[src/sv/vfws_pkg.sv]
`default_nettype none

package vfws_pkg;

    localparam int FIFO_DEPTH        = 16;
    localparam int BLOCK_SIZE        = 1024;
    localparam int FIELDS_PER_SECOND = 50;
    localparam int SECONDS_PER_DAY   = 60 * 60 * 24;

    localparam int TICK_W  = 20;
    localparam int UTC_W   = 17;
    localparam int FCNT_W  = 6;
    localparam int PTR_W   = $clog2(FIFO_DEPTH);
    localparam int ADDR_W  = 14;
    localparam int CFG_IDX_W = 2;

    localparam logic [TICK_W-1:0] VBI_RESET  = TICK_W'(15625 + 1024);
    localparam logic [TICK_W-1:0] FILL_RESET = TICK_W'(288000);
    localparam logic [TICK_W-1:0] WARN_RESET = TICK_W'(32000);
    localparam logic [UTC_W-1:0]  UTC_RESET  = UTC_W'(36000);

    typedef enum logic [1:0] {
        OP_FIELD = 2'd0,
        OP_TICK  = 2'd1,
        OP_CLEAR = 2'd2
    } t_op;

    typedef enum logic [CFG_IDX_W-1:0] {
        CFG_VBI  = 2'd0,
        CFG_FILL = 2'd1,
        CFG_WARN = 2'd2
    } t_cfg_idx;

    typedef struct packed {
        logic              expire;
        logic [TICK_W-1:0] count;
    } t_timer_res;

endpackage

`default_nettype wire

[src/sv/vfws_in_if.sv]
`default_nettype none

interface vfws_in_if;
    logic                       valid;
    logic                       ready;
    logic [1:0]                 op;
    logic                       field_pin;
    logic [vfws_pkg::PTR_W-1:0] write_index;

    modport source (output valid, output op, output field_pin, output write_index,
                    input ready);
    modport sink   (input valid, input op, input field_pin, input write_index,
                    output ready);
endinterface

`default_nettype wire

[src/sv/vfws_out_if.sv]
`default_nettype none

interface vfws_out_if;
    logic                        valid;
    logic                        ready;
    logic [vfws_pkg::UTC_W-1:0]  utc_seconds;
    logic                        vbi_done;
    logic                        overrun;
    logic                        fifo_busy;
    logic [vfws_pkg::PTR_W-1:0]  read_index;
    logic                        start_read;
    logic [vfws_pkg::ADDR_W-1:0] read_address;
    logic                        tx_select;

    modport source (output valid, output utc_seconds, output vbi_done, output overrun,
                    output fifo_busy, output read_index, output start_read,
                    output read_address, output tx_select, input ready);
    modport sink   (input valid, input utc_seconds, input vbi_done, input overrun,
                    input fifo_busy, input read_index, input start_read,
                    input read_address, input tx_select, output ready);
endinterface

`default_nettype wire

[src/sv/vfws_tick_timer.sv]
`default_nettype none

module vfws_tick_timer (
    input  wire logic                       i_running,
    input  wire logic [vfws_pkg::TICK_W-1:0] i_count,
    input  wire logic [vfws_pkg::TICK_W-1:0] i_period,
    output vfws_pkg::t_timer_res            o_res
);

    always_comb begin
        o_res.expire = i_running && (i_count >= i_period);
        if (o_res.expire) begin
            o_res.count = '0;
        end else if (i_running) begin
            o_res.count = i_count + vfws_pkg::TICK_W'(1);
        end else begin
            o_res.count = i_count;
        end
    end

endmodule

`default_nettype wire

[src/sv/vbi_fifo_window_scheduler_core.sv]
`default_nettype none

// Field and tick scheduler for a VBI insertion path. Items are field edges, clock
// ticks and clears of the done flag; every item yields one result with the state
// after it. An item is taken into an input register, applied to the state by
// compare, increment and flag logic, and its result held in an output register, so
// one item is accepted per cycle while the output side does not stall. The user must
// write configuration only while idle; the block itself does not enforce it.
module vbi_fifo_window_scheduler_core (
    input  wire logic                             i_clk,
    input  wire logic                             i_rst_n,
    input  wire logic                             i_cfg_we,
    input  wire logic [vfws_pkg::CFG_IDX_W-1:0]   i_cfg_index,
    input  wire logic [vfws_pkg::TICK_W-1:0]      i_cfg_data,
    vfws_in_if.sink                               i_item,
    vfws_out_if.source                            o_result
);

    logic [vfws_pkg::TICK_W-1:0] r_vbi_ticks, r_fill_ticks, r_warn_ticks;

    logic                        r_in_valid;
    logic [1:0]                  r_in_op;
    logic                        r_in_pin;
    logic [vfws_pkg::PTR_W-1:0]  r_in_widx;

    logic [vfws_pkg::FCNT_W-1:0] r_field_count, n_field_count;
    logic [vfws_pkg::UTC_W-1:0]  r_utc, n_utc;
    logic [vfws_pkg::TICK_W-1:0] r_vbi_count, n_vbi_count;
    logic                        r_vbi_running, n_vbi_running;
    logic [vfws_pkg::TICK_W-1:0] r_fill_count, n_fill_count;
    logic [vfws_pkg::TICK_W-1:0] r_fill_period, n_fill_period;
    logic                        r_fill_running, n_fill_running;
    logic                        r_done, n_done;
    logic                        r_overrun, n_overrun;
    logic                        r_busy, n_busy;
    logic [vfws_pkg::PTR_W-1:0]  r_read_ptr, n_read_ptr;
    logic                        r_select, n_select;
    logic                        n_start;
    logic [vfws_pkg::ADDR_W-1:0] n_addr;

    logic                        r_out_valid;
    logic [vfws_pkg::UTC_W-1:0]  r_out_utc;
    logic                        r_out_done, r_out_overrun, r_out_busy, r_out_start;
    logic                        r_out_select;
    logic [vfws_pkg::PTR_W-1:0]  r_out_ptr;
    logic [vfws_pkg::ADDR_W-1:0] r_out_addr;

    logic                        w_adv;
    logic [vfws_pkg::PTR_W-1:0]  w_next_ptr;
    logic                        w_parity;
    vfws_pkg::t_timer_res        w_vbi_res, w_fill_res;

    assign w_adv          = r_in_valid && (!r_out_valid || o_result.ready);
    assign i_item.ready   = !r_in_valid || w_adv;
    assign w_parity       = ~r_in_pin;
    assign w_next_ptr     = (r_read_ptr == vfws_pkg::PTR_W'(vfws_pkg::FIFO_DEPTH - 1))
                          ? '0 : r_read_ptr + vfws_pkg::PTR_W'(1);

    vfws_tick_timer u_vbi_timer (
        .i_running (r_vbi_running),
        .i_count   (r_vbi_count),
        .i_period  (r_vbi_ticks),
        .o_res     (w_vbi_res)
    );

    vfws_tick_timer u_fill_timer (
        .i_running (r_fill_running),
        .i_count   (r_fill_count),
        .i_period  (r_fill_period),
        .o_res     (w_fill_res)
    );

    always_comb begin
        n_field_count  = r_field_count;
        n_utc          = r_utc;
        n_vbi_count    = r_vbi_count;
        n_vbi_running  = r_vbi_running;
        n_fill_count   = r_fill_count;
        n_fill_period  = r_fill_period;
        n_fill_running = r_fill_running;
        n_done         = r_done;
        n_overrun      = r_overrun;
        n_busy         = r_busy;
        n_read_ptr     = r_read_ptr;
        n_select       = r_select;
        n_start        = 1'b0;
        n_addr         = '0;
        case (vfws_pkg::t_op'(r_in_op))
            vfws_pkg::OP_FIELD: begin
                if (r_field_count + vfws_pkg::FCNT_W'(1)
                        >= vfws_pkg::FCNT_W'(vfws_pkg::FIELDS_PER_SECOND)) begin
                    n_field_count = '0;
                    if (r_utc + vfws_pkg::UTC_W'(1)
                            >= vfws_pkg::UTC_W'(vfws_pkg::SECONDS_PER_DAY)) begin
                        n_utc = '0;
                    end else begin
                        n_utc = r_utc + vfws_pkg::UTC_W'(1);
                    end
                end else begin
                    n_field_count = r_field_count + vfws_pkg::FCNT_W'(1);
                end
                n_vbi_running  = 1'b1;
                n_fill_period  = r_fill_ticks;
                n_fill_running = 1'b1;
            end
            vfws_pkg::OP_TICK: begin
                n_vbi_count  = w_vbi_res.count;
                n_fill_count = w_fill_res.count;
                if (w_vbi_res.expire) begin
                    n_vbi_running = 1'b0;
                    n_overrun     = r_done;
                    n_done        = 1'b1;
                    n_busy        = 1'b0;
                end
                if (w_fill_res.expire) begin
                    if (n_busy) begin
                        n_fill_running = 1'b0;
                        if ((w_next_ptr != r_in_widx) && (w_next_ptr[0] == w_parity)) begin
                            n_start    = 1'b1;
                            n_addr     = vfws_pkg::ADDR_W'(32'(r_read_ptr)
                                       * 32'(vfws_pkg::BLOCK_SIZE));
                            n_select   = 1'b1;
                            n_read_ptr = w_next_ptr;
                        end
                    end else begin
                        n_fill_period = r_warn_ticks;
                    end
                    n_busy = 1'b1;
                end
            end
            vfws_pkg::OP_CLEAR: begin
                n_done = 1'b0;
            end
            default: begin
            end
        endcase
    end

    always_ff @(posedge i_clk) begin
        if (!i_rst_n) begin
            r_vbi_ticks  <= vfws_pkg::VBI_RESET;
            r_fill_ticks <= vfws_pkg::FILL_RESET;
            r_warn_ticks <= vfws_pkg::WARN_RESET;
        end else if (i_cfg_we) begin
            case (vfws_pkg::t_cfg_idx'(i_cfg_index))
                vfws_pkg::CFG_VBI:  r_vbi_ticks  <= i_cfg_data;
                vfws_pkg::CFG_FILL: r_fill_ticks <= i_cfg_data;
                vfws_pkg::CFG_WARN: r_warn_ticks <= i_cfg_data;
                default: begin
                end
            endcase
        end
    end

    always_ff @(posedge i_clk) begin
        if (!i_rst_n) begin
            r_in_valid <= 1'b0;
        end else if (i_item.ready) begin
            r_in_valid <= i_item.valid;
        end
        if (i_item.ready && i_item.valid) begin
            r_in_op   <= i_item.op;
            r_in_pin  <= i_item.field_pin;
            r_in_widx <= i_item.write_index;
        end
    end

    always_ff @(posedge i_clk) begin
        if (!i_rst_n) begin
            r_field_count  <= '0;
            r_utc          <= vfws_pkg::UTC_RESET;
            r_vbi_count    <= '0;
            r_vbi_running  <= 1'b0;
            r_fill_count   <= '0;
            r_fill_period  <= '0;
            r_fill_running <= 1'b0;
            r_done         <= 1'b0;
            r_overrun      <= 1'b0;
            r_busy         <= 1'b0;
            r_read_ptr     <= '0;
            r_select       <= 1'b0;
        end else if (w_adv) begin
            r_field_count  <= n_field_count;
            r_utc          <= n_utc;
            r_vbi_count    <= n_vbi_count;
            r_vbi_running  <= n_vbi_running;
            r_fill_count   <= n_fill_count;
            r_fill_period  <= n_fill_period;
            r_fill_running <= n_fill_running;
            r_done         <= n_done;
            r_overrun      <= n_overrun;
            r_busy         <= n_busy;
            r_read_ptr     <= n_read_ptr;
            r_select       <= n_select;
        end
    end

    always_ff @(posedge i_clk) begin
        if (!i_rst_n) begin
            r_out_valid <= 1'b0;
        end else if (w_adv) begin
            r_out_valid <= 1'b1;
        end else if (o_result.ready) begin
            r_out_valid <= 1'b0;
        end
        if (w_adv) begin
            r_out_utc     <= n_utc;
            r_out_done    <= n_done;
            r_out_overrun <= n_overrun;
            r_out_busy    <= n_busy;
            r_out_ptr     <= n_read_ptr;
            r_out_start   <= n_start;
            r_out_addr    <= n_addr;
            r_out_select  <= n_select;
        end
    end

    assign o_result.valid        = r_out_valid;
    assign o_result.utc_seconds  = r_out_utc;
    assign o_result.vbi_done     = r_out_done;
    assign o_result.overrun      = r_out_overrun;
    assign o_result.fifo_busy    = r_out_busy;
    assign o_result.read_index   = r_out_ptr;
    assign o_result.start_read   = r_out_start;
    assign o_result.read_address = r_out_addr;
    assign o_result.tx_select    = r_out_select;

endmodule

`default_nettype wire
[src/flat_wrapper.sv]
// flat-port wrapper written by rule: the top's interface ports become plain ports
module vbi_fifo_window_scheduler_core_flat 
  (i_clk, i_rst_n, i_cfg_we, i_cfg_index, i_cfg_data, i_item_valid, i_item_op, i_item_field_pin, i_item_write_index, i_item_ready, o_result_valid, o_result_utc_seconds, o_result_vbi_done, o_result_overrun, o_result_fifo_busy, o_result_read_index, o_result_start_read, o_result_read_address, o_result_tx_select, o_result_ready);
  vfws_in_if i_item_i ();
  vfws_out_if o_result_i ();
  input  wire logic i_clk;
  input  wire logic i_rst_n;
  input  wire logic i_cfg_we;
  input  wire logic [vfws_pkg::CFG_IDX_W-1:0] i_cfg_index;
  input  wire logic [vfws_pkg::TICK_W-1:0] i_cfg_data;
  input wire logic [$bits(i_item_i.valid)-1:0] i_item_valid;
  input wire logic [$bits(i_item_i.op)-1:0] i_item_op;
  input wire logic [$bits(i_item_i.field_pin)-1:0] i_item_field_pin;
  input wire logic [$bits(i_item_i.write_index)-1:0] i_item_write_index;
  output wire logic [$bits(i_item_i.ready)-1:0] i_item_ready;
  output wire logic [$bits(o_result_i.valid)-1:0] o_result_valid;
  output wire logic [$bits(o_result_i.utc_seconds)-1:0] o_result_utc_seconds;
  output wire logic [$bits(o_result_i.vbi_done)-1:0] o_result_vbi_done;
  output wire logic [$bits(o_result_i.overrun)-1:0] o_result_overrun;
  output wire logic [$bits(o_result_i.fifo_busy)-1:0] o_result_fifo_busy;
  output wire logic [$bits(o_result_i.read_index)-1:0] o_result_read_index;
  output wire logic [$bits(o_result_i.start_read)-1:0] o_result_start_read;
  output wire logic [$bits(o_result_i.read_address)-1:0] o_result_read_address;
  output wire logic [$bits(o_result_i.tx_select)-1:0] o_result_tx_select;
  input wire logic [$bits(o_result_i.ready)-1:0] o_result_ready;
  assign i_item_i.valid = i_item_valid;
  assign i_item_i.op = i_item_op;
  assign i_item_i.field_pin = i_item_field_pin;
  assign i_item_i.write_index = i_item_write_index;
  assign i_item_ready = i_item_i.ready;
  assign o_result_valid = o_result_i.valid;
  assign o_result_utc_seconds = o_result_i.utc_seconds;
  assign o_result_vbi_done = o_result_i.vbi_done;
  assign o_result_overrun = o_result_i.overrun;
  assign o_result_fifo_busy = o_result_i.fifo_busy;
  assign o_result_read_index = o_result_i.read_index;
  assign o_result_start_read = o_result_i.start_read;
  assign o_result_read_address = o_result_i.read_address;
  assign o_result_tx_select = o_result_i.tx_select;
  assign o_result_i.ready = o_result_ready;
  vbi_fifo_window_scheduler_core u_core (.i_clk(i_clk), .i_rst_n(i_rst_n), .i_cfg_we(i_cfg_we), .i_cfg_index(i_cfg_index), .i_cfg_data(i_cfg_data), .i_item(i_item_i), .o_result(o_result_i));
endmodule
[config.mk]
export PLATFORM = sky130hd
export DESIGN_NAME = vbi_fifo_window_scheduler_core_flat
export DESIGN_NICKNAME = d
export VERILOG_FILES = /design/src/sv/vfws_pkg.sv /design/src/sv/vfws_in_if.sv /design/src/sv/vfws_out_if.sv /design/src/sv/vfws_tick_timer.sv /design/src/sv/vbi_fifo_window_scheduler_core.sv /design/src/flat_wrapper.sv
export SDC_FILE = /design/constraint.sdc
export NUM_CORES = 1
export LEC_CHECK = 0
export BUFFER_PORTS_ARGS = -buffer_cell sky130_fd_sc_hd__buf_2
export CAP_MARGIN = 20
export CORE_UTILIZATION = 45
export CTS_BUF_LIST = sky130_fd_sc_hd__clkbuf_2 sky130_fd_sc_hd__clkbuf_4 sky130_fd_sc_hd__clkbuf_8
export DETAILED_ROUTE_END_ITERATION = 6
export GPL_ROUTABILITY_DRIVEN = 0
export PLACE_DENSITY = 0.67
export SYNTH_ARGS = -nofsm -noshare
export SYNTH_HDL_FRONTEND = slang
export SYNTH_SLANG_ARGS = --single-unit
export TNS_END_PERCENT = 1
[constraint.sdc]
create_clock -name i_clk -period 2.84 [get_ports i_clk]
set_clock_uncertainty 0.1 [all_clocks]
set_input_delay 0.284 -clock i_clk [delete_from_list [all_inputs] [get_ports i_clk]]
set_output_delay 0.284 -clock i_clk [all_outputs]
set_load 0.02 [all_outputs]
======== Word level (Yosys, flattened, before mapping) ========
Cells that the tools add are included.
cells by class
  muxes and demuxes ....................... 36
  order comparisons ....................... 4
  reductions and logical operators ........ 26
  equal/unequal tests ..................... 11
  add/subtract/negate cells ............... 5
  bitwise gates (word level) .............. 1
operators with widths
  operator               count
  $mux 20                6
  $mux 17                3
  $add 20x1->20 const B  2
  $ge 20x20->1           2
  $pmux 20 s2            1
  $mux 4                 5
  $add 17x1->17 const B  1
  $ge 17x17->1 const B   1
  $mux 1                 17
  $reduce_and 3->1       4
  $reduce_and 4->1       3
  $reduce_and 2->1       4
  $reduce_bool 2->1      4
  $add 6x1->6 const B    1
  $ge 6x6->1 const B     1
  $mux 6                 1
  $ne 2x2->1 const B     3
  $pmux 1 s2             3
  $logic_and 1x1->1      5
  $add 4x1->4 const B    1
  $eq 2x1->1 const B     2
  $eq 2x2->1 const B     2
  $eq 4x4->1 const B     1
  $logic_not 2->1        2
  6 further kinds        8
storage, ports and cells
  word-level logic and storage cells ...... 112
  bits of input ports ..................... 34
  bits in registers ....................... 202
  output and inout port bits .............. 42

======== Longest topological paths before layout ========
  depth after elaboration ................. 8
  depth in mapped cells ................... 10

======== Cells and area by module ========
From an unflattened synthesis, not the netlist that was laid out.
second synthesis, totals
  cell total of the unflattened synthesis .. 1,253
  area total of the unflattened synthesis .. 10,336.2 um^2
by module, submodules not included
  module                                  times used  cells an instance  area an instance (um^2)  seq. area each (um^2)
  vbi_fifo_window_scheduler_core          1           956                8,242.9                  4,214.0
  vfws_tick_timer at u_core.u_fill_timer  1           150                1,052.3                  0.0
  vfws_tick_timer at u_core.u_vbi_timer   1           147                1,041.0                  0.0

======== Least setup slack after synthesis ========
Ideal clock, no wire load.
  path type ............................... register to register
  from .................................... register u_core.r_utc[0] in the netlist's numbering
  to ...................................... register u_core.r_out_utc (netlist bit u_core.o_result.utc_seconds[0]), data pin
  data required time ...................... 2.480 ns
  stages on the path, launching flop included .. 11
  clock period less this slack ............ 2.862 ns
  path slack .............................. -0.022 ns
  setup time .............................. 0.260 ns
  arrival time ............................ 2.502 ns
  buffers on the path ..................... 2
  path through ............................ dfxtp_1 ha_1 nand2_1 or4_1 buf_2 or3_1 a22oi_2 a22o_4 buf_12 nor2_4 mux2_2
on the way
  word-level cells in the longest chain between the ends .. 5
ends and longest elaborated chain
  item                              RTL line                                                                    source
  start, declared                   vbi_fifo_window_scheduler_core.sv:27                                        logic [vfws_pkg::UTC_W-1:0] r_utc, n_utc;
  start signal, assigned            vbi_fifo_window_scheduler_core.sv:171                                       r_utc <= vfws_pkg::UTC_RESET;
  start signal, assigned            vbi_fifo_window_scheduler_core.sv:184                                       r_utc <= n_utc;
  $add 17x1->17                     vbi_fifo_window_scheduler_core.sv:93, vbi_fifo_window_scheduler_core.sv:97
  $ge 17x17->1                      vbi_fifo_window_scheduler_core.sv:94                                        >= vfws_pkg::UTC_W'(vfws_pkg::SECONDS_PER_DAY)) begin
  $mux 17                           vbi_fifo_window_scheduler_core.sv:93                                        if (r_utc + vfws_pkg::UTC_W'(1)
  $mux 17                           vbi_fifo_window_scheduler_core.sv:90                                        if (r_field_count + vfws_pkg::FCNT_W'(1)
  $mux 17 (*)                       vbi_fifo_window_scheduler_core.sv:88                                        case (vfws_pkg::t_op'(r_in_op))
  named net u_core.n_utc (one bit)  vbi_fifo_window_scheduler_core.sv:27
  end signal, assigned              vbi_fifo_window_scheduler_core.sv:207                                       r_out_utc <= n_utc;
  end, declared                     vbi_fifo_window_scheduler_core.sv:42                                        logic [vfws_pkg::UTC_W-1:0] r_out_utc;
The timed path passes the listed nets; every way through them passes the cells marked *.
A chain may end at the register's enable or synchronous reset.

======== Worst setup path after layout ========
  from .................................... register u_core.r_utc[1] in the netlist's numbering
  to ...................................... register u_core.r_out_utc (netlist bit u_core.o_result.utc_seconds[4]), data pin
on the way
  word-level cells in the longest chain between the ends .. 5
ends and longest elaborated chain
  item                              RTL line
  $add 17x1->17 (*)                 vbi_fifo_window_scheduler_core.sv:93, vbi_fifo_window_scheduler_core.sv:97
  $ge 17x17->1                      vbi_fifo_window_scheduler_core.sv:94
  $mux 17 (*)                       vbi_fifo_window_scheduler_core.sv:93
  $mux 17 (*)                       vbi_fifo_window_scheduler_core.sv:90
  $mux 17 (*)                       vbi_fifo_window_scheduler_core.sv:88
  named net u_core.n_utc (one bit)  vbi_fifo_window_scheduler_core.sv:27
Marked as above.

==> out/qor.txt <==
status -> complete, no violations
core area -> 0.0210 mm²
max incr delay on CP -> 0.55 ns
drt first pass iters -> 5
Root Buffer Master -> clkbuf_8
initial antenna violation count -> 0
Filler cells -> 1,932
area of the mapped netlist -> 0.00967 mm²
H-tree levels -> 4
first-pass GRT wire length -> 36,900 µm
final WL -> 22,600 µm
post-synthesis sequential area ratio -> 43.6%
Area Overhead vs Synth -> 16.1%
post-layout util -> 53.4%
Buffers & Inverters on Critical Path -> 1
CTS tree -> yes
dpl hpwl -> 15,800 µm
via count -> 8,198
Yosys reg bits -> 192
Main synth FF type -> dfxtp_1
Die H -> 149 µm
I/O Pins -> 76
XOR/XNOR Fraction of Synth Area -> 4.16%
Setup Viol. Count Final -> 0
initial cell density of the core -> 46.0%
drt via density -> 5.33
post-CTS setup buffer count -> 0
full die area -> 0.0221 mm²
Int Pwr -> 3.85 mW
# placed instances -> 1,478
Gate power share -> 8.5%
kind of cell adding the most delay to the critical path -> simple AND/OR/NAND/NOR gates
final hold vios -> 0
max-cap check violation count -> 0
sequential power share -> 54.7%
Post-synth ARST share -> 0%
Peak VDD IR -> 297 µV
Worst setup EP type -> flop
diode count -> 0
DRT iter0 DRCs -> 608
Clk pwr share -> 36.8%
CTS buffer count -> 17
crit path max-delay cell type -> or4_4
Max Slew Vio Count -> 0
Post-DP Area -> 0.0105 mm²
relative slew slack -> 34.8%
row count -> 53
IO Port Bufs -> 65
CTS max path bufs -> 2
CP dominant cell by count -> a22oi_2
min Tclk post-route -> 2.74 ns
Post-Syn Instances -> 1,146
Die X -> 149 µm
Tcrit/Tclk final -> 96.4%
largest family of logic cells by synthesized area -> simple AND/OR/NAND/NOR gates
Worst Hold Class -> primary input to flop
crit-path cells -> ha_2 -> nand2_1 -> or4_4 -> or3_1 -> a22oi_2 -> a22oi_2 -> buf_12 -> a21o_1 -> a22o_1
Worst Path Required -> 2.99 ns
area leader, netlist -> dfxtp_1
Synth top area share -> 32.1%
share of layout cells above drive strength 1 -> 15.5%
Clk pin slew, worst setup/hold paths -> 0.11 ns
Max Fanout on Critical Path -> 25
syn avg cell area -> 8.44 µm²
top achievable clock speed -> 365 MHz
adder-cell area share of the yosys netlist -> 6.34%
Synth warnings -> 0
final cell count without fillers -> 1,538
antenna-violating nets left -> 0
DRC errors left -> 0
synth unique cells -> 65
final net count -> 1,333
Worst Path Arrival -> 2.89 ns
leakage -> 4.36 nW
mux cell area share after synthesis -> 5.29%
Startpoint Class -> flop
sw frac -> 27.2%
top cells by area, synth -> dfxtp_1 (32%), edfxtp_1 (11%), nand2_1 (9.2%)
CTS sink cnt -> 192
wire per inst -> 14.7 µm
Power Density -> 470 mW/mm²
Setup CP Type -> flop to flop
worst slew pin tran -> 0.975 ns
vias in the first global route -> 7,437
Psw -> 1.43 mW
largest net degree at the start of global routing -> 46
Post-synth EDFFs -> 37
clock latency at the later pin of the worst-skew pair -> 0.49 ns
simple-gate share of the synthesized area -> 22.9%
Finished Cell Area -> 0.0112 mm²
total congestion overflow -> 0
Compound-Gate Fraction of Synth Area -> 12.1%
total track usage -> 21.0%
==> placed cells by master (no fill, tap or decap), drive strengths merged, types with 4 or more instances in the layout <==
master,n
mux2,25
inv,66
edfxtp,37
ha,49
and4,4
nand2b,4
a22o,8
clkinv,7
nor4,9
o21a,4
or3,6
dlygate4sd3,28
nor3,19
nand2,237
and3,9
mux2i,23
a31oi,17
xnor2,19
dfxtp,155
nor2,84
nand3,72
o211ai,8
nand4,16
a21oi,94
clkbuf,17
and2,10
o21ai,34
conb,10
xor2,27
buf,115
==> final cells by class <==
| type | instances | area (µm²) | share of cell area (%) |
|---|---|---|---|
| multi-input cells | 836 | 4980 | 44.3 |
| inverters | 60 | 225 | 2.01 |
| repair buffers | 143 | 1030 | 9.18 |
| clock buffers | 17 | 234 | 2.08 |
| clock inverters | 15 | 199 | 1.77 |
| well taps | 275 | 344 | 3.06 |
| flip-flops and latches | 192 | 4220 | 37.6 |
==> synth_stat cells (all sizes together) (3+ instances only) <==
master,number
nor2,84
nand4,16
xor2,27
o2bb2ai,3
a31oi,17
o211ai,8
ha,49
dfxtp,155
or3,6
nor2b,3
inv,60
mux2i,23
or2,3
mux2,25
a211oi,3
nor3,19
and4,4
o21ai,34
o21a,4
and2,10
or4,3
nor3b,3
a221oi,3
a21oi,94
clkbuf,45
nand2b,4
nand3,72
a21o,3
a221o,3
nor4,9
a22o,8
xnor2,19
nand2,237
and3,9
buf,22
edfxtp,37
==> what timing repair did <==
action                     in CTS  in global routing
gates resized for setup         0                  5
hold endpoints to repair       68                  0
setup endpoints to repair       0                  7
hold buffers                   28                  0
==> path summary, 6_finish.rpt <==
| check | depth (start not counted) | startpoint | slack (ns) | end |
|---|---|---|---|---|
| worst min register to register | 2 | u_core.r_vbi_ticks[18] | 0.36 | u_core.r_vbi_ticks[18] |
| worst min-delay path | 2 | i_rst_n | 0.08 | u_core.r_select |
| worst max register to register | 9 | u_core.r_utc[1] | 0.10 | u_core.o_result.utc_seconds[4] |
| worst max-delay path | 9 | u_core.r_utc[1] | 0.10 | u_core.o_result.utc_seconds[4] |
==> per-layer routing <==
| metal | up-vias | GRT usage, % | share of wire [%] |
|---|---|---|---|
| li1 | 4142 | - | - |
| met1 | 3836 | 28.3 | 47 |
| met2 | 202 | 34.8 | 47 |
| met3 | 18 | 2.85 | 4.5 |
| met4 | 0 | 6.34 | 1.1 |
| met5 | - | 0 | 0 |
==> flip-flops by register name, indices dropped and copies added, names as in the netlist, 2 cells and up <==
register,count
u_core.r_vbi_count,20
u_core.r_field_count,6
u_core.o_result.utc_seconds,17
u_core.r_vbi_ticks,20
u_core.o_result.read_index,4
u_core.r_in_op,2
u_core.r_in_widx,4
u_core.r_fill_ticks,20
u_core.r_read_ptr,4
u_core.r_utc,17
u_core.r_fill_count,20
u_core.o_result.read_address,4
u_core.r_fill_period,20
u_core.r_warn_ticks,20
==> power groups by stage <==
| stage | logic (mW) | registers (mW) | clock network (mW) |
|---|---|---|---|
| after CTS | 0.445 | 2.89 | 1.97 |
| after global placement | 0.410 | 2.95 | 0 |
| after detailed placement | 0.413 | 2.95 | 0 |
| after floorplan | 0.261 | 2.96 | 0 |
| final | 0.448 | 2.89 | 1.95 |
| after global routing | 0.490 | 2.90 | 2.08 |
==> per-stage QoR <==
step	power [mW]	setup TNS (ns)	hold WS (ns)	worst slack, ns
global route	5.47	-0.0315	0.0690	-0.0187
finish	5.28	0	0.0817	0.101
detailed placement	3.36	0	0.345	0.0356
floorplan	3.22	0	0.283	0.0164
global placement	3.36	0	0.338	0.0748
CTS	5.31	0	0.0569	0.0217
==> kinds of logic (layout without fill, tap and decap cells) <==
kind of cell | count (synthesis) | in the layout
AND/OR/NAND/NOR | 490 | 490
AO/OA/AOI/OAI | 193 | 193
flip-flops | 192 | 192
buffers and inverters | 127 | 235
adder cells (fa/ha/maj) | 49 | 49
multiplexers | 48 | 48
XOR/XNOR | 46 | 46
other | 1 | 10
Power figures use the tool's default switching activity.
